==> src/rtl/vipc_pkg.sv <==
package vipc_pkg;

  typedef enum logic [2:0] {
    OP_RAISE    = 3'd0,
    OP_CANCEL   = 3'd1,
    OP_RETURN   = 3'd2,
    OP_DISPATCH = 3'd3,
    OP_STATUS   = 3'd4
  } op_t;

  typedef struct packed {
    logic [2:0] operation;
    logic [2:0] level;
    logic [7:0] vector;
    logic       pending;
    logic       cpu_accepts;
  } cmd_t;

  typedef struct packed {
    logic       int_fire;
    logic [7:0] int_vector;
    logic       reti_notify;
    logic [2:0] reti_level;
    logic       request_status;
  } rsp_t;

endpackage

==> src/rtl/vipc_cmd_if.sv <==
interface vipc_cmd_if;
  logic            valid;
  logic            ready;
  vipc_pkg::cmd_t  data;

  modport source (output valid, output data, input ready);
  modport sink   (input valid, input data, output ready);
endinterface

==> src/rtl/vipc_rsp_if.sv <==
interface vipc_rsp_if;
  logic            valid;
  logic            ready;
  vipc_pkg::rsp_t  data;

  modport source (output valid, output data, input ready);
  modport sink   (input valid, input data, output ready);
endinterface

==> src/rtl/vipc_first.sv <==
// Lowest-index set bit: one-hot mask and its index.
module vipc_first #(
  parameter int N = 8
) (
  input  logic [N-1:0]                 bits,
  output logic [N-1:0]                 onehot,
  output logic                         any,
  output logic [(N>1?$clog2(N):1)-1:0] idx
);
  localparam int IW = (N > 1) ? $clog2(N) : 1;

  always_comb begin
    logic found;
    found  = 1'b0;
    onehot = '0;
    idx    = '0;
    for (int i = 0; i < N; i++) begin
      if (bits[i] && !found) begin
        onehot[i] = 1'b1;
        idx       = IW'(i);
      end
      found = found | bits[i];
    end
    any = found;
  end
endmodule

==> src/rtl/vectored_interrupt_priority_chain_core.sv <==
// Fixed-priority vectored interrupt chain, level 0 highest.
// cmd (sink) carries one word per operation: raise, cancel, return from
// interrupt, try dispatch or status read, with level, vector, pending and
// cpu_accepts. rsp (source) returns exactly one word per command word:
// dispatch flag and vector, return notification and level, status bit.
// A command word is captured in an input register, evaluated in a single
// pass (two priority encoders over NUM_LEVELS bits) and written to the
// output register; throughput is one word per cycle while rsp is not
// stalled. Request, in-service and vector state change when a word moves
// into the output register, so words see each other in order.
// When rsp is stalled the output register holds, the input register fills,
// and cmd.ready drops; nothing is lost. Reset clears all request and
// in-service bits and empties both registers; vectors are unknown until a
// raise writes them.
module vectored_interrupt_priority_chain_core #(
  parameter int NUM_LEVELS = 8
) (
  input  logic              clk,
  input  logic              rst,
  vipc_cmd_if.sink          cmd,
  vipc_rsp_if.source        rsp
);
  localparam int IW = (NUM_LEVELS > 1) ? $clog2(NUM_LEVELS) : 1;

  vipc_pkg::cmd_t          s1;
  logic                    s1_valid;
  vipc_pkg::rsp_t          out_q;
  logic                    out_valid;

  logic [NUM_LEVELS-1:0]   req;
  logic [NUM_LEVELS-1:0]   ins;
  logic [7:0]              vstore [NUM_LEVELS];

  logic                    advance;
  logic                    process;

  logic [NUM_LEVELS-1:0]   lvl_hit;
  logic                    in_range;
  logic                    raise_wr;
  logic [NUM_LEVELS-1:0]   req_a;
  logic [NUM_LEVELS-1:0]   ins_a;
  logic                    try_disp;
  logic                    notify;
  logic                    status;
  logic [NUM_LEVELS-1:0]   req_next;
  logic [NUM_LEVELS-1:0]   ins_next;
  logic                    fire;
  logic [7:0]              fvec;
  vipc_pkg::rsp_t          rsp_next;

  logic [NUM_LEVELS-1:0]   ins_first;
  logic                    ins_any;
  logic [IW-1:0]           ins_idx;
  logic [NUM_LEVELS-1:0]   d_first;
  logic                    d_any;
  logic [IW-1:0]           d_idx;

  assign advance   = !out_valid || rsp.ready;
  assign process   = s1_valid && advance;
  assign cmd.ready = !s1_valid || advance;
  assign rsp.valid = out_valid;
  assign rsp.data  = out_q;

  always_comb begin
    for (int i = 0; i < NUM_LEVELS; i++) begin
      lvl_hit[i] = (int'(s1.level) == i);
    end
  end

  assign in_range = |lvl_hit;
  assign raise_wr = (s1.operation == vipc_pkg::OP_RAISE) && in_range;

  vipc_first #(.N(NUM_LEVELS)) u_ins_first (
    .bits   (ins),
    .onehot (ins_first),
    .any    (ins_any),
    .idx    (ins_idx)
  );

  // state as seen by the dispatch attempt
  always_comb begin
    req_a    = req;
    ins_a    = ins;
    try_disp = 1'b0;
    notify   = 1'b0;
    status   = 1'b0;
    unique case (s1.operation)
      vipc_pkg::OP_RAISE: begin
        if (in_range) begin
          req_a    = req | lvl_hit;
          try_disp = 1'b1;
        end
      end
      vipc_pkg::OP_CANCEL: begin
        req_a = req & ~lvl_hit;
      end
      vipc_pkg::OP_RETURN: begin
        if (ins_any) begin
          ins_a    = ins & ~ins_first;
          notify   = 1'b1;
          try_disp = 1'b1;
        end
      end
      vipc_pkg::OP_DISPATCH: begin
        try_disp = 1'b1;
      end
      vipc_pkg::OP_STATUS: begin
        status = |(req & lvl_hit);
      end
      default: begin
      end
    endcase
  end

  // first level that is either in service (blocks) or requesting (wins)
  vipc_first #(.N(NUM_LEVELS)) u_disp_first (
    .bits   (ins_a | req_a),
    .onehot (d_first),
    .any    (d_any),
    .idx    (d_idx)
  );

  always_comb begin
    fire = try_disp && s1.cpu_accepts && d_any && |(d_first & req_a & ~ins_a);
    // raise writes and dispatches in the same pass: bypass the store
    fvec = (raise_wr && |(lvl_hit & d_first)) ? s1.vector : vstore[d_idx];
    req_next = fire ? (req_a & ~d_first) : req_a;
    ins_next = fire ? (ins_a | d_first) : ins_a;
    if (raise_wr && !s1.pending) begin
      req_next = req_next & ~lvl_hit;
    end
  end

  always_comb begin
    rsp_next.int_fire       = fire;
    rsp_next.int_vector     = fire ? fvec : 8'd0;
    rsp_next.reti_notify    = notify;
    rsp_next.reti_level     = notify ? 3'(ins_idx) : 3'd0;
    rsp_next.request_status = status;
  end

  always_ff @(posedge clk) begin
    if (rst) begin
      s1_valid  <= 1'b0;
      out_valid <= 1'b0;
      req       <= '0;
      ins       <= '0;
    end else begin
      if (cmd.ready) begin
        s1_valid <= cmd.valid;
      end
      if (advance) begin
        out_valid <= s1_valid;
      end
      if (process) begin
        req <= req_next;
        ins <= ins_next;
      end
    end
  end

  always_ff @(posedge clk) begin
    if (cmd.valid && cmd.ready) begin
      s1 <= cmd.data;
    end
    if (process) begin
      out_q <= rsp_next;
    end
  end

  always_ff @(posedge clk) begin
    for (int i = 0; i < NUM_LEVELS; i++) begin
      if (process && raise_wr && lvl_hit[i]) begin
        vstore[i] <= s1.vector;
      end
    end
  end
endmodule

==> src/flat_wrapper.sv <==
// flat-port wrapper written by rule: the top's interface ports become plain ports
module vectored_interrupt_priority_chain_core_flat 
#(
  parameter int NUM_LEVELS = 8
)
  (clk, rst, cmd_valid, cmd_data, cmd_ready, rsp_valid, rsp_data, rsp_ready);
  vipc_cmd_if cmd_i ();
  vipc_rsp_if rsp_i ();
  input  logic clk;
  input  logic rst;
  input wire logic [$bits(cmd_i.valid)-1:0] cmd_valid;
  input wire logic [$bits(cmd_i.data)-1:0] cmd_data;
  output wire logic [$bits(cmd_i.ready)-1:0] cmd_ready;
  output wire logic [$bits(rsp_i.valid)-1:0] rsp_valid;
  output wire logic [$bits(rsp_i.data)-1:0] rsp_data;
  input wire logic [$bits(rsp_i.ready)-1:0] rsp_ready;
  assign cmd_i.valid = cmd_valid;
  assign cmd_i.data = cmd_data;
  assign cmd_ready = cmd_i.ready;
  assign rsp_valid = rsp_i.valid;
  assign rsp_data = rsp_i.data;
  assign rsp_i.ready = rsp_ready;
  vectored_interrupt_priority_chain_core #(.NUM_LEVELS(NUM_LEVELS)) u_core (.clk(clk), .rst(rst), .cmd(cmd_i), .rsp(rsp_i));
endmodule
==> config.mk <==
export PLATFORM = sky130hd
export DESIGN_NAME = vectored_interrupt_priority_chain_core_flat
export DESIGN_NICKNAME = d
export VERILOG_FILES = /design/src/rtl/vipc_pkg.sv /design/src/rtl/vipc_cmd_if.sv /design/src/rtl/vipc_rsp_if.sv /design/src/rtl/vipc_first.sv /design/src/rtl/vectored_interrupt_priority_chain_core.sv /design/src/flat_wrapper.sv
export SDC_FILE = /design/constraint.sdc
export NUM_CORES = 1
export LEC_CHECK = 0
export BUFFER_PORTS_ARGS = -buffer_cell sky130_fd_sc_hd__clkbuf_2
export CAP_MARGIN = 5
export CORE_MARGIN = 2
export CORE_UTILIZATION = 54
export CTS_CLUSTER_DIAMETER = 150
export CTS_CLUSTER_SIZE = 40
export DETAILED_ROUTE_END_ITERATION = 8
export PLACE_DENSITY = 0.8
export SLEW_MARGIN = 5
export SYNTH_ARGS = -nofsm -noshare
export SYNTH_HDL_FRONTEND = slang
export SYNTH_HIERARCHICAL = 1
export SYNTH_SLANG_ARGS = --single-unit
==> constraint.sdc <==
create_clock -name clk -period 3.7 [get_ports clk]
set_input_delay 0.555 -clock clk [delete_from_list [all_inputs] [get_ports clk]]
set_output_delay 0.555 -clock clk [all_outputs]
set_load 0.05 [all_outputs]
* Word level (Yosys, flattened, before mapping) *
Memory sizes are Yosys's and may differ from the RTL's.
Index checks and enable logic that the tools add are counted.
Widths: inputs -> output; s select.

storage, ports and cells
  bits of input ports = 20
  flip-flop bits (word level) = 48
  memories = 1
  output and inout bits = 16
  word-level logic and storage cells = 197
  memory bits (writable) = 64

memories
  name           words  width  rd ports  clocked after memory_dff  write ports  RTL line                                      text
  u_core.vstore  8      8      1         0                         1            vectored_interrupt_priority_chain_core.sv:32  logic [7:0] vstore [NUM_LEVELS];

operators by class
  bitwise logic cells = 29
  reductions and logical operators = 63
  eq/ne operators = 11
  multiplexer cells = 79

operators with widths
  operator            number
  $mux 8              14
  $reduce_or 8->1     11
  $and 8x8->8         8
  $mux 3              19
  $mux 1              44
  $not 8->8           4
  $logic_and 1x1->1   31
  $or 8x8->8          3
  $logic_not 1->1     17
  $pmux 8 s2          1
  $eq 3x3->1 const B  5
  $or 1x1->1          14
  $eq 3x2->1 const B  4
  $eq 3x1->1 const B  2
  $logic_not 3->1     2
  $pmux 1 s3          1
  $logic_or 1x1->1    2

* Longest topological paths before layout *
Gate-level depths: netlist of the first run.

  depth in word-level cells = 30
  mapped depth = 15
  gate-level depth less buffers = 12

* Modules after synthesis *
The synthesis of the first run kept the hierarchy.

modules (own cells, without submodules)
  module                                  sequential area each (sq um)  instances  cells an instance  area each (sq um)
  vectored_interrupt_priority_chain_core  3183.1                        1          343                4961.0
  vipc_first                              0.0                           2          22                 150.1

* Worst setup path after synthesis of the first run *
Ideal clock, no wire load.

  path type = reg-to-reg
  start = reg u_core/s1[14] (netlist bit)
  end = reg u_core.out_q, in the netlist u_core/rsp.data[12] (data pin)
  library setup time = 256 ps
  arrival = 3259 ps
  buffers on the path = 3
  period minus slack after synthesis = 3515 ps
  path slack = 185 ps
  stages on the path, launching flop included = 15
  required time = 3444 ps
  cell sequence = edfxtp_1 -> nor2_1 -> buf_2 -> nand3_1 -> o21ai_0 -> nand2_1 -> nor4_4 -> and4b_1 -> a21o_1 -> buf_2 -> buf_2 -> mux4_2 -> mux2i_1 -> nand2_1 -> o211a_1

on the way
  cells in the longest elaborated chain, start to end = 16
  elaborated cells on any way between the ends = 57
  those cells by class = eq/ne (3); mux (19); bitwise (12); reduce/logical (22); memory (1)

ends and longest elaborated chain
  item                                                  RTL line                                                                                      text
  start: declaration                                    vectored_interrupt_priority_chain_core.sv:25                                                  vipc_pkg::cmd_t s1;
  start signal: assignment                              vectored_interrupt_priority_chain_core.sv:164                                                 s1 <= cmd.data;
  $eq 3x1->1, or another cell as far along              vectored_interrupt_priority_chain_core.sv:87                                                  unique case (s1.operation)
  $pmux 8 s2 or $mux 8 (tied branches)                  vectored_interrupt_priority_chain_core.sv:87
  $or 8x8->8 (*)                                        vectored_interrupt_priority_chain_core.sv:117                                                 .bits (ins_a | req_a),
  $or 1x1->1 (6 in series)                              vipc_first.sv:22                                                                              found = found | bits[i];
  $logic_not 1->1                                       vipc_first.sv:18                                                                              if (bits[i] && !found) begin
  $logic_and 1x1->1 (*)                                 vipc_first.sv:18
  $mux 1 (*)                                            vipc_first.sv:18
  net u_core.d_first[7]                                 vectored_interrupt_priority_chain_core.sv:54                                                  logic [NUM_LEVELS-1:0] d_first;
  $and 8x8->8 (on tied branches)                        vectored_interrupt_priority_chain_core.sv:126, vectored_interrupt_priority_chain_core.sv:124
  $reduce_or 8->1 or $and 8x8->8 (tied branches)        vectored_interrupt_priority_chain_core.sv:126, vectored_interrupt_priority_chain_core.sv:124
  $logic_and 1x1->1 or $reduce_or 8->1 (tied branches)  vectored_interrupt_priority_chain_core.sv:126, vectored_interrupt_priority_chain_core.sv:124
  $mux 8 or $logic_and 1x1->1 (tied branches)           vectored_interrupt_priority_chain_core.sv:126, vectored_interrupt_priority_chain_core.sv:124
  end signal: assignment                                vectored_interrupt_priority_chain_core.sv:167                                                 out_q <= rsp_next;
  end: declaration                                      vectored_interrupt_priority_chain_core.sv:27                                                  vipc_pkg::rsp_t out_q;

The timed path passes the listed nets; every way through them passes the cells marked *.
A chain may end at the register's enable or synchronous reset.

* Final worst setup path of the first run *
  start = reg u_core/s1[15] (netlist bit)
  end = reg u_core.out_q, in the netlist u_core/rsp.data[9] (data pin)

Same word-level chain as after synthesis.

==> results.py, run 1 <==
metrics = {
    "sta": {
        "fin_crit_sh": 0.9395,
        "setup_violations": 0,
        "max_freq_mhz": 287.7,
        "slew_headroom": 0.4929,
        "slew_viol_final": 0,
        "hold_viol_final": 0,
        "fin_setup_tns_ps": 0,
        "fin_worst_skew_ps": 9.630,
        "worst_pin_slew_ps": 757.9,
        "fin_crit_ps": 3476,
    },
    "worst_setup_path": {
        "worst_ep_required_time_ps": 3840,
        "path_cells": "nand4bb_1 -> o21ai_1 -> nand2_1 -> nor4_4 -> and4b_1 -> a21o_1 -> buf_12 -> mux4_2 -> mux2i_1 -> nand2_1 -> o211a_1",
        "max_stage_delay_ps": 530,
        "crit_path_end_kind": "flip-flop",
        "arrival_ps": 3610,
        "path_common_cell": "nand2_1",
        "crit_type": "flip-flop to flip-flop",
        "path_max_fanout": 16,
        "critical-path-slowest-cell": "mux4_2",
        "worstSetupStartpointType": "flip-flop",
    },
    "routing": {
        "top_layer": "met4",
        "via_per_inst": 5.877,
        "drt_pass1_iterations": 5,
        "wl_per_cell_um": 18.31,
        "final_antenna_net_count": 0,
        "met2WireLength_mm": 4.729,
        "via_count": 3432,
        "drt-met1-wl_mm": 5.071,
        "dr_wl_met3_um": 752,
        "routed_wl_mm": 10.70,
        "drc_errors": 0,
        "drt_first_iter_violations": 336,
    },
    "synthesis": {
        "syn_area_per_cell_um2": 13.60,
        "synth_edf_count": 94,
        "ys_async_sr_fraction": 0,
        "yosys_warnings": 6,
        "ys_seq_area_frac": 0.6050,
        "synthesis.nets": 407,
        "ys_ff_latch": 112,
        "ys.flop_type": "edfxtp_1",
        "syn_inst": 387,
        "synth_area_um2": 5261,
        "synth_cell_type_count": 53,
    },
    "clock_tree": {
        "cts_max_level": 3,
        "clk_path_buf_depth": 2,
        "cts_tree": "yes",
        "hold_buffers": 0,
        "clock-sinks": 112,
        "root_buffer": "clkbuf_8",
        "clock_latency_ps": 380,
        "numCtsBuffers": 9,
        "clkSlewWorstSetupHoldPaths_ps": 100,
    },
    "die": {
        "start_util": 0.5484,
        "core_um2": 9594,
        "rows": 36,
        "ios": 36,
        "die_area_um2": 10550,
        "die_x_um": 102.7,
        "chipHeight_um": 102.7,
    },
    "power": {
        "leakage_uw": 0.002140,
        "powerDensity_nw_per_um2": 391.6,
        "vdd_drop_max_v": 0.0002010,
    },
    "grt": {
        "grt_pass1_vias": 3175,
        "grtUsageTotal": 0.2140,
        "grt_pass1_wl_mm": 16.57,
        "grt_max_degree": 23,
        "antenna_found_initial": 0,
        "grt_overflow_total": 0,
    },
    "status": {
        "status": "complete, no violations",
    },
    "final_layout": {
        "layout-drive-gt1-share": 0.2772,
        "areaGrowthSynthToFinish_pct": 13.84,
        "fin_cells": 584,
        "nets": 466,
        "num_antenna_cells": 0,
        "fill_cells": 704,
    },
    "placement": {
        "io_buffers": 35,
        "place_inst": 567,
        "dp_hpwl_mm": 7.744,
        "routabilityCongestion": 0.9696,
    },
    "min_path": {
        "worstHoldPathType": "input pin to flip-flop",
    },
    "job": {
        "maxCapViolCount": 0,
    },
}
==> per-stage QoR <==
stage	hold slack (ps)	total power (µW)	area, µm²	util	setup WS [ps]
detailed placement	509.0	1619	5751	0.5994	154.4
floorplan	486.8	1558	5261	-	185.1
global placement	502.7	1613	5751	0.5994	269.6
global route	324.6	2427	5989	0.6243	-20.45
CTS	329.1	2360	5959	0.6212	128.7
finish	346.0	2346	5989	0.6243	223.7
==> power breakdown <==
| part | internal [µW] | switching, µW |
|---|---|---|
| sequential | 1390 | 21.1 |
| clock | 331 | 422 |
| combinational | 72.9 | 112 |
| total | 1790 | 555 |
==> cells in the mapped netlist, types with 2 or more instances <==
master,n,area (µm²)
a21oi_1,12,60.06
mux2i_1,13,130.1
nand2_1,36,135.1
nor3b_1,4,30.03
inv_1,14,52.55
and3_1,7,43.79
nand2b_1,9,56.30
a21boi_1,2,15.01
nor4b_1,2,17.52
nand3_1,10,50.05
buf_2,5,25.02
and3_2,3,22.52
o21ai_0,11,55.05
a311oi_1,5,43.79
nor4_4,2,42.54
edfxtp_1,94,2823
a311oi_2,3,45.04
buf_1,2,7.510
a21o_1,2,15.01
a22o_1,2,17.52
a211oi_1,2,15.01
nor3b_2,4,50.05
and4b_1,2,20.02
mux4_2,16,360.4
dfxtp_1,18,360.4
and3b_1,2,17.52
a221oi_1,2,17.52
a22oi_1,8,60.06
o211a_1,8,80.08
o2111ai_1,7,61.31
o21ai_1,8,40.04
and2_1,11,68.82
buf_6,4,45.04
a31o_1,9,78.83
clkbuf_1,6,22.52
buf_4,4,30.03
nor2_1,22,82.58
==> cell type report <==
class,instances,area [µm²],share of cell area
well taps,133,166.4,0.02778
repair buffers,69,455.4,0.07604
flip-flops and latches,112,3183,0.5314
clock inverters,6,81.33,0.01358
multi-input cells,239,1919,0.3205
inverters,15,56.30,0.009400
clock buffers,10,127.6,0.02131
==> cell usage in the layout (no fill, tap or decap), drive strengths merged, types with 9 or more instances in the layout <==
cell,netlist,routed
a21oi,13,13
edfxtp,94,94
inv,15,19
clkbuf,6,45
nor2,22,22
nand3,10,10
o21ai,19,19
nand2b,9,9
nand2,36,36
nor3b,9,9
a31o,9,9
mux4,16,16
and2,11,11
buf,15,34
mux2i,13,13
dfxtp,18,18
and3,10,10
==> per-layer routing <==
metal | vias up | global-route usage
met4 | 0 | 0.09026
met2 | 140 | 0.3017
met5 | - | 0
li1 | 1625 | -
met1 | 1658 | 0.3252
met3 | 9 | 0.04475
==> cell families (layout without fill, tap and decap cells) <==
| family | after synthesis | count (layout) | synth area share |
|---|---|---|---|
| buffers and inverters | 36 | 100 | 0.03543 |
| DFF | 112 | 112 | 0.6050 |
| AOI/OAI and AO/OA | 86 | 86 | 0.1260 |
| and+or+nand+nor | 124 | 124 | 0.1403 |
| muxes | 29 | 29 | 0.09322 |
==> registers in the layout (all words and copies together), names as in the netlist <==
name and flops:
u_core/rsp.data 14, u_core/rsp.valid 1, u_core/vstore 64, u_core/s1 16
u_core/ins 8, u_core/s1_valid 1, u_core/req 8
==> final timing paths <==
check                                                  start                               end  slack [ps]  cells after the start
worst max register to register       u_core/s1[15]$_DFFE_PP_  u_core/rsp.data[9]$_SDFFCE_PP0P_         220                     11
worst max-delay path                 u_core/s1[15]$_DFFE_PP_  u_core/rsp.data[9]$_SDFFCE_PP0P_         220                     11
worst min-delay path                            cmd_data[14]           u_core/s1[14]$_DFFE_PP_         350                      1
worst min register to register  u_core/s1_valid$_SDFFE_PP0N_     u_core/rsp.valid$_SDFFE_PP0P_         520                      2
==> critical path: cells and delay by family (launching register included) <==
kind / cells / cell delay (ps)
and+or+nand+nor: 5 / 1230
muxes: 2 / 690
AOI/OAI and AO/OA: 3 / 620
DFF: 1 / 510
buffers and inverters: 1 / 180
==> repair_timing <==
| action | 4_1_cts | 5_1_grt |
|---|---|---|
| endpoints found under the setup margin | 0 | 7 |
| gates resized for setup | 0 | 4 |
| buffers inserted | 0 | 1 |
(Power assumes the default switching activity.)
==> run 2: changes to the inputs <==
--- a/config.mk
+++ b/config.mk
@@ -8,4 +8,5 @@
 export BUFFER_PORTS_ARGS = -buffer_cell sky130_fd_sc_hd__clkbuf_2
 export CAP_MARGIN = 5
+export CORE_ASPECT_RATIO = 1.25
 export CORE_MARGIN = 2
 export CORE_UTILIZATION = 54
@@ -13,5 +14,5 @@
 export CTS_CLUSTER_SIZE = 40
 export DETAILED_ROUTE_END_ITERATION = 8
-export PLACE_DENSITY = 0.8
+export PLACE_DENSITY = 0.79
 export SLEW_MARGIN = 5
 export SYNTH_ARGS = -nofsm -noshare
==> constraint.sdc (replaced) <==
create_clock -name clk -period 3.7 [get_ports clk]
set_input_delay 0.555 -clock clk [delete_from_list [all_inputs] [get_ports clk]]
set_output_delay 0.555 -clock clk [all_outputs]
set_load 0.01 [all_outputs]
==> run 2 against run 1 <==
  * Combinational power decreased by 6%
  * Wire length increased by 17%
  * Critical endpoint is now u_core/rsp.data[10]$_SDFFCE_PP0P_
  * Clock skew about the same
  * Global-route usage increased by 3.1 points
  * Sequential cell count unchanged
  * Cell area increased by 3.2%
  * Sequential share of layout area decreased by 1.6 points
  * First-iteration DRC count decreased by 8.0%
  * Largest cell class unchanged
  * Sequential power about the same
  * Core utilization increased by 2.2 points
  * Register-to-register slack got worse by 110 ps
==> results.py, run 2 (synthesized netlist as in run 1, its figures left out) <==
metrics = {
    "die": {
        "rows": 40,
        "chipHeight_um": 114.4,
        "die_area_um2": 10550,
        "start_util": 0.5504,
        "ios": 36,
        "core_um2": 9559,
        "die_x_um": 92.29,
    },
    "worst_setup_path": {
        "rrSetupSlack_ps": 110,
        "crit_type": "flip-flop to flip-flop",
        "regToRegStartpoint": "u_core/s1[11]$_DFFE_PP_",
        "cp_num_buf_inv": 2,
        "r2r-end": "u_core/rsp.data[10]$_SDFFCE_PP0P_",
        "path_max_fanout": 16,
        "path_cells": "buf_4 -> and3b_1 -> a21oi_1 -> a31o_1 -> nand2_2 -> nor4_4 -> and4b_2 -> a21o_1 -> buf_12 -> mux4_2 -> mux2i_1 -> nand2_1 -> o211a_1",
        "critical-path-slowest-cell": "mux4_2",
        "arrival_ps": 3690,
        "crit_path_end_kind": "flip-flop",
        "critPathTopFamily": "simple AND/OR/NAND/NOR gates",
        "reg2regPathDepth": 13,
        "max_stage_delay_ps": 520,
        "worstSetupStartpointType": "flip-flop",
        "worst_ep_required_time_ps": 3800,
    },
    "final_layout": {
        "areaGrowthSynthToFinish_pct": 17.46,
        "fill_cells": 665,
        "finalInstanceArea_um2": 6180,
        "nets": 476,
        "num_antenna_cells": 0,
        "regMostFlops": "u_core/vstore",
        "final_cell_mix": "edfxtp_1 (94), buf_4 (42), clkbuf_2 (35)",
        "layout-drive-gt1-share": 0.3037,
        "largest_reg_flops": 64,
        "fin_cells": 587,
        "final_common_cell": "edfxtp_1",
        "final_util": 0.6465,
    },
    "clock_tree": {
        "numCtsBuffers": 9,
        "clk_path_buf_depth": 2,
        "cts_tree": "yes",
        "clock-sinks": 112,
        "clock_latency_ps": 350,
        "cts_max_level": 3,
        "root_buffer": "clkbuf_16",
        "clkSlewWorstSetupHoldPaths_ps": 80,
    },
    "sta": {
        "setup_violations": 0,
        "hold_viol_final": 0,
        "worst_pin_slew_ps": 900.0,
        "fin_worst_skew_ps": 9.996,
        "fin_crit_sh": 0.9694,
        "slew_headroom": 0.3978,
        "slew_viol_final": 0,
        "max_freq_mhz": 278.8,
        "fin_crit_ps": 3587,
        "finalHoldWorstSlack_ps": 377.4,
    },
    "routing": {
        "final_antenna_net_count": 0,
        "via_count": 3659,
        "drc_errors": 0,
        "drt_first_iter_violations": 309,
        "wl_per_cell_um": 21.32,
        "drt_pass1_iterations": 5,
        "via_per_inst": 6.233,
        "routed_wl_mm": 12.51,
    },
    "grt": {
        "global_route.usage.met2": 0.4613,
        "grt_pass1_wl_mm": 19.23,
        "grt_max_degree": 23,
        "met1_usage": 0.2869,
        "grtUsageTotal": 0.2448,
        "antenna_found_initial": 0,
        "grt_overflow_total": 0,
        "busiest_layer": "met2",
        "use_met3": 0.03226,
        "grt_pass1_vias": 3639,
    },
    "power": {
        "p_sw_frac": 0.2250,
        "p_switching_uw": 583.2,
        "powerDensity_nw_per_um2": 419.5,
        "pwr-share-seq": 0.543,
        "clkPwrFrac": 0.390,
        "leakage_uw": 0.002239,
        "power.internal_uw": 2009,
        "p_comb_frac": 0.067,
        "vdd_drop_max_v": 0.0002212,
        "fin_total_pwr_uw": 2592,
    },
    "min_path": {
        "worstHoldPathCells": 1,
        "hold_end": "u_core/s1[2]$_DFFE_PP_",
        "worstHoldPathType": "input pin to flip-flop",
        "min_from": "cmd_data[2]",
    },
    "status": {
        "status": "complete, no violations",
    },
    "placement": {
        "routabilityCongestion": 0.9188,
        "place_area_um2": 5749,
        "place_inst": 561,
        "io_buffers": 35,
        "dp_hpwl_mm": 8.455,
    },
    "job": {
        "maxCapViolCount": 0,
    },
}
run 2: worst register-to-register path, cell delays in order, from the launching register on:
cell and delay [ps]:
edfxtp_1 470, buf_4 190, and3b_1 230, a21oi_1 170
a31o_1 200, nand2_2 110, nor4_4 340, and4b_2 330
a21o_1 140, buf_12 190, mux4_2 520, mux2i_1 180
nand2_1 80, o211a_1 170
run 2: final cells by class:
cell class                      count  area [µm²]  area share
Tap cell                          126       157.7     0.02551
Sequential cell                   112        3186      0.5155
Clock buffer                        9       225.2     0.03644
Inverter                           15       56.30    0.009111
Multi-Input combinational cell    239        1934      0.3130
Timing Repair Buffer               79       530.5     0.08585
Clock inverter                      7       90.09     0.01458
run 2: what timing repair did:
item	CTS	global route
resized for setup	1	10
hold buffers	0	0
buffers inserted	0	10
endpoints found under the hold margin	0	0
pin swaps	0	2
endpoints found under the setup margin	8	8
run 2: layer usage:
metal	part of all wire	up-vias	wire, µm
li1	-	1645	-
met1	0.36	1795	4548
met2	0.55	186	6875
met3	0.062	33	770
met4	0.026	0	320
met5	0	-	0
run 2: stage by stage:
step / TNS, ps / setup slack, ps
global placement: 0 / 60.72
CTS: 0 / 68.72
floorplan: 0 / 185.1
detailed placement: -913.1 / -146.4
finish: 0 / 113.4
global route: -26.24 / -24.78
run 2: how the worst max path moves through the flow:
stage | cells past startpoint | startpoint | end | slack, ps
3_5_place_dp | 13 | u_core/ins[2]$_SDFFE_PP0P_ | u_core/rsp.data[10]$_SDFFCE_PP0P_ | -150
2_1_floorplan | 14 | u_core/s1[14]$_DFFE_PP_ | u_core/rsp.data[12]$_SDFFCE_PP0P_ | 190
4_1_cts | 13 | u_core/ins[2]$_SDFFE_PP0P_ | u_core/rsp.data[10]$_SDFFCE_PP0P_ | 70
5_1_grt | 13 | u_core/s1[11]$_DFFE_PP_ | u_core/rsp.data[5]$_SDFFCE_PP0P_ | -20
6_report | 13 | u_core/s1[11]$_DFFE_PP_ | u_core/rsp.data[10]$_SDFFCE_PP0P_ | 110
3_3_place_gp | 13 | u_core/ins[2]$_SDFFE_PP0P_ | u_core/rsp.data[6]$_SDFFCE_PP0P_ | 60
run 2: power groups by stage:
| stage | sequential (µW) | clock [µW] | combinational [µW] |
|---|---|---|---|
| final | 1410 | 1010 | 173 |
| after detailed placement | 1440 | 0 | 158 |
| after global placement | 1440 | 0 | 153 |
| after global routing | 1410 | 1080 | 184 |
| after floorplan | 1430 | 0 | 100 |
| after CTS | 1410 | 1030 | 160 |
==> run 3: changes to the inputs <==
- CORE_UTILIZATION: 54 -> 55
- PLACE_DENSITY: 0.79 -> 0.83
- SYNTH_HIERARCHICAL: 1 -> default
==> run 3 against run 2 <==
  * Total power down 1.8%
  * Fmax fell by 0.93%
  * Synthesized cell count rose by 17%
  * Sequential power about the same
  * Clock skew about the same
  * Worst setup slack worse by 34 ps
  * Wire length grew 8.0%
  * Register-to-register slack got worse by 30 ps
  * Cell count is 8.0% higher
  * Core utilization down 0.71 points
  * Sequential cell count unchanged
  * Critical endpoint is now u_core.rsp.data[10]$_SDFFCE_PP0P_
==> results.py, run 3 <==
metrics = {
    "status": {
        "status": "complete, no violations",
    },
    "die": {
        "start_util": 0.5634,
        "die_x_um": 92.74,
        "die_area_um2": 10660,
        "core_um2": 9609,
        "rows": 40,
        "chipHeight_um": 114.9,
        "ios": 36,
    },
    "worst_setup_path": {
        "path_cells": "or3b_2 -> or4_1 -> maj3_2 -> o311a_1 -> o21a_4 -> mux2_4 -> o221ai_1 -> a31oi_1",
        "worst_ep_required_time_ps": 3760,
        "critical-path-slowest-cell": "or4_1",
        "path_max_fanout": 32,
        "crit_path_end_kind": "flip-flop",
        "arrival_ps": 3680,
        "crit_type": "flip-flop to flip-flop",
        "critPathTopFamily": "compound AO/OA/AOI/OAI gates",
        "worstSetupStartpointType": "flip-flop",
        "max_stage_delay_ps": 550,
        "cp_num_buf_inv": 0,
    },
    "grt": {
        "grtUsageTotal": 0.2661,
        "grt_pass1_vias": 4095,
        "grt_max_degree": 33,
        "grt_overflow_total": 0,
        "antenna_found_initial": 0,
        "grt_pass1_wl_mm": 21.14,
    },
    "power": {
        "vdd_drop_max_v": 0.0003447,
        "leakage_uw": 0.002190,
        "fin_total_pwr_uw": 2546,
        "powerDensity_nw_per_um2": 414.5,
    },
    "synthesis": {
        "yosys_warnings": 0,
        "synthTopCellsByArea": "edfxtp_1 (52%), dfxtp_1 (6.7%), mux2_4 (2.8%)",
        "syn_area_per_cell_um2": 11.95,
        "ys.flop_type": "edfxtp_1",
        "synth_cell_type_count": 64,
        "syn_inst": 453,
        "ys_seq_area_frac": 0.5879,
        "ys_async_sr_fraction": 0,
        "synthesis.nets": 473,
        "synth_area_um2": 5414,
        "ys_ff_latch": 112,
        "synth_top_area_share": 0.5214,
        "yosysMostFrequentCell": "edfxtp_1",
        "synth_common_cells": "edfxtp_1 (94), nor2_1 (24), o21ai_0 (23), nand2_1 (22), a21oi_1 (21)",
        "synth_top_area_cell": "edfxtp_1",
        "synth_edf_count": 94,
    },
    "final_layout": {
        "layout-drive-gt1-share": 0.2205,
        "nets": 524,
        "final_util": 0.6393,
        "final_common_cell": "edfxtp_1",
        "areaGrowthSynthToFinish_pct": 13.47,
        "num_antenna_cells": 0,
        "fill_cells": 742,
        "regMostFlops": "u_core.vstore",
        "final_cell_mix": "edfxtp_1 (94), buf_4 (38), clkbuf_2 (35)",
        "largest_reg_flops": 64,
    },
    "routing": {
        "via_per_inst": 6.517,
        "routed_wl_mm": 13.51,
        "wl_per_cell_um": 21.31,
        "drt_pass1_iterations": 8,
        "drt_first_iter_violations": 386,
        "via_count": 4132,
        "drc_errors": 0,
        "final_antenna_net_count": 0,
    },
    "clock_tree": {
        "clock-sinks": 112,
        "cts_tree": "yes",
        "root_buffer": "clkbuf_16",
        "clk_path_buf_depth": 2,
        "cts_max_level": 3,
        "numCtsBuffers": 9,
        "clkSlewWorstSetupHoldPaths_ps": 70,
        "clock_latency_ps": 350,
    },
    "sta": {
        "rsz0062_at_grt": "false",
        "fin_worst_skew_ps": 10.38,
        "hold_viol_final": 0,
        "slew_headroom": 0.2369,
        "slew_viol_final": 0,
        "worst_pin_slew_ps": 1136,
        "max_freq_mhz": 276.2,
        "fin_crit_sh": 0.9784,
        "fin_crit_ps": 3620,
        "fin_setup_tns_ps": 0,
        "setup_violations": 0,
    },
    "min_path": {
        "worstHoldPathType": "input pin to flip-flop",
    },
    "placement": {
        "io_buffers": 35,
        "dp_hpwl_mm": 9.634,
        "routabilityCongestion": 1.014,
    },
    "job": {
        "maxCapViolCount": 0,
    },
}
## run 3: changes by cell type in the layout (fill, tap and decap cells not counted), sizes merged, moves of 9 or more
cell | before | now
mux2 | 0 | 16
o221ai | 0 | 9
a211o | 0 | 9
and2 | 11 | 2
mux2i | 13 | 3
nand2 | 36 | 22
nor3 | 2 | 11
mux4 | 16 | 0
a31oi | 0 | 13
o211ai | 0 | 19
nor2b | 1 | 11
## run 3: worst register-to-register path: stages (launching register included)
cell and delay, ps:
edfxtp_1 490, or3b_2 530, or4_1 550, maj3_2 340
o311a_1 330, o21a_4 360, mux2_4 350, o221ai_1 260
a31oi_1 140
## run 3: cell type report
type	count	area, µm²	area share
sequential	112	3183	0.5181
multi-input combinational	293	2011	0.3273
inverter	15	56.30	0.009165
tap	126	157.7	0.02566
timing repair buffer	73	460.4	0.07495
clock buffer	9	225.2	0.03666
clock inverter	6	50.05	0.008147
## run 3: repair_timing
action,in CTS,in global routing
endpoints found under the setup margin,0,11
hold buffers,0,0
resized for setup,0,2
buffers inserted,0,0
## run 3: kinds of logic (layout without fill, tap and decap cells)
logic type,Yosys count,after routing,share of synthesized area
AOI/OAI and AO/OA,149,149,0.1994
and+or+nand+nor,123,123,0.1213
DFF,112,112,0.5879
buffers and inverters,48,103,0.04183
muxes,19,19,0.04576
adders and majority gates,1,1,0.002080
xor gates and xnor gates,1,1,0.001618
## run 3: metal layers
metal  share of wire  track usage  vias up
met4           0.055       0.1706        0
met3           0.057      0.04456       54
met2            0.52       0.4647      210
li1                -            -     1906
met1            0.37       0.3034     1962
met5               0            0        -
## run 3: final timing paths
check / endpoint / cells past startpoint / slack (ps) / startpoint
max reg2reg: u_core.rsp.data[10]$_SDFFCE_PP0P_ / 8 / 80 / u_core.s1[15]$_DFFE_PP_
min: u_core.s1[8]$_DFFE_PP_ / 1 / 380 / cmd_data[8]
min reg2reg: u_core.req[5]$_SDFFE_PP0P_ / 1 / 510 / u_core.req[5]$_SDFFE_PP0P_
max: u_core.rsp.data[10]$_SDFFCE_PP0P_ / 8 / 80 / u_core.s1[15]$_DFFE_PP_
## run 3: stage by stage
stage	hold WS, ps	setup slack, ps	cells	area, µm²
after floorplan	457.1	219.1	453	5414
after global placement	476.8	240.1	619	5862
after detailed placement	496.9	93.38	619	5862
after CTS	372.1	64.55	634	6137
after global routing	372.8	37.43	634	6143
final	378.6	79.89	634	6143
## run 3: where the power goes
group | total, µW | internal [µW] | switching [µW]
clock network | 907 | 463 | 444
registers | 1410 | 1390 | 24.1
logic | 229 | 91.0 | 138
total | 2550 | 1940 | 606
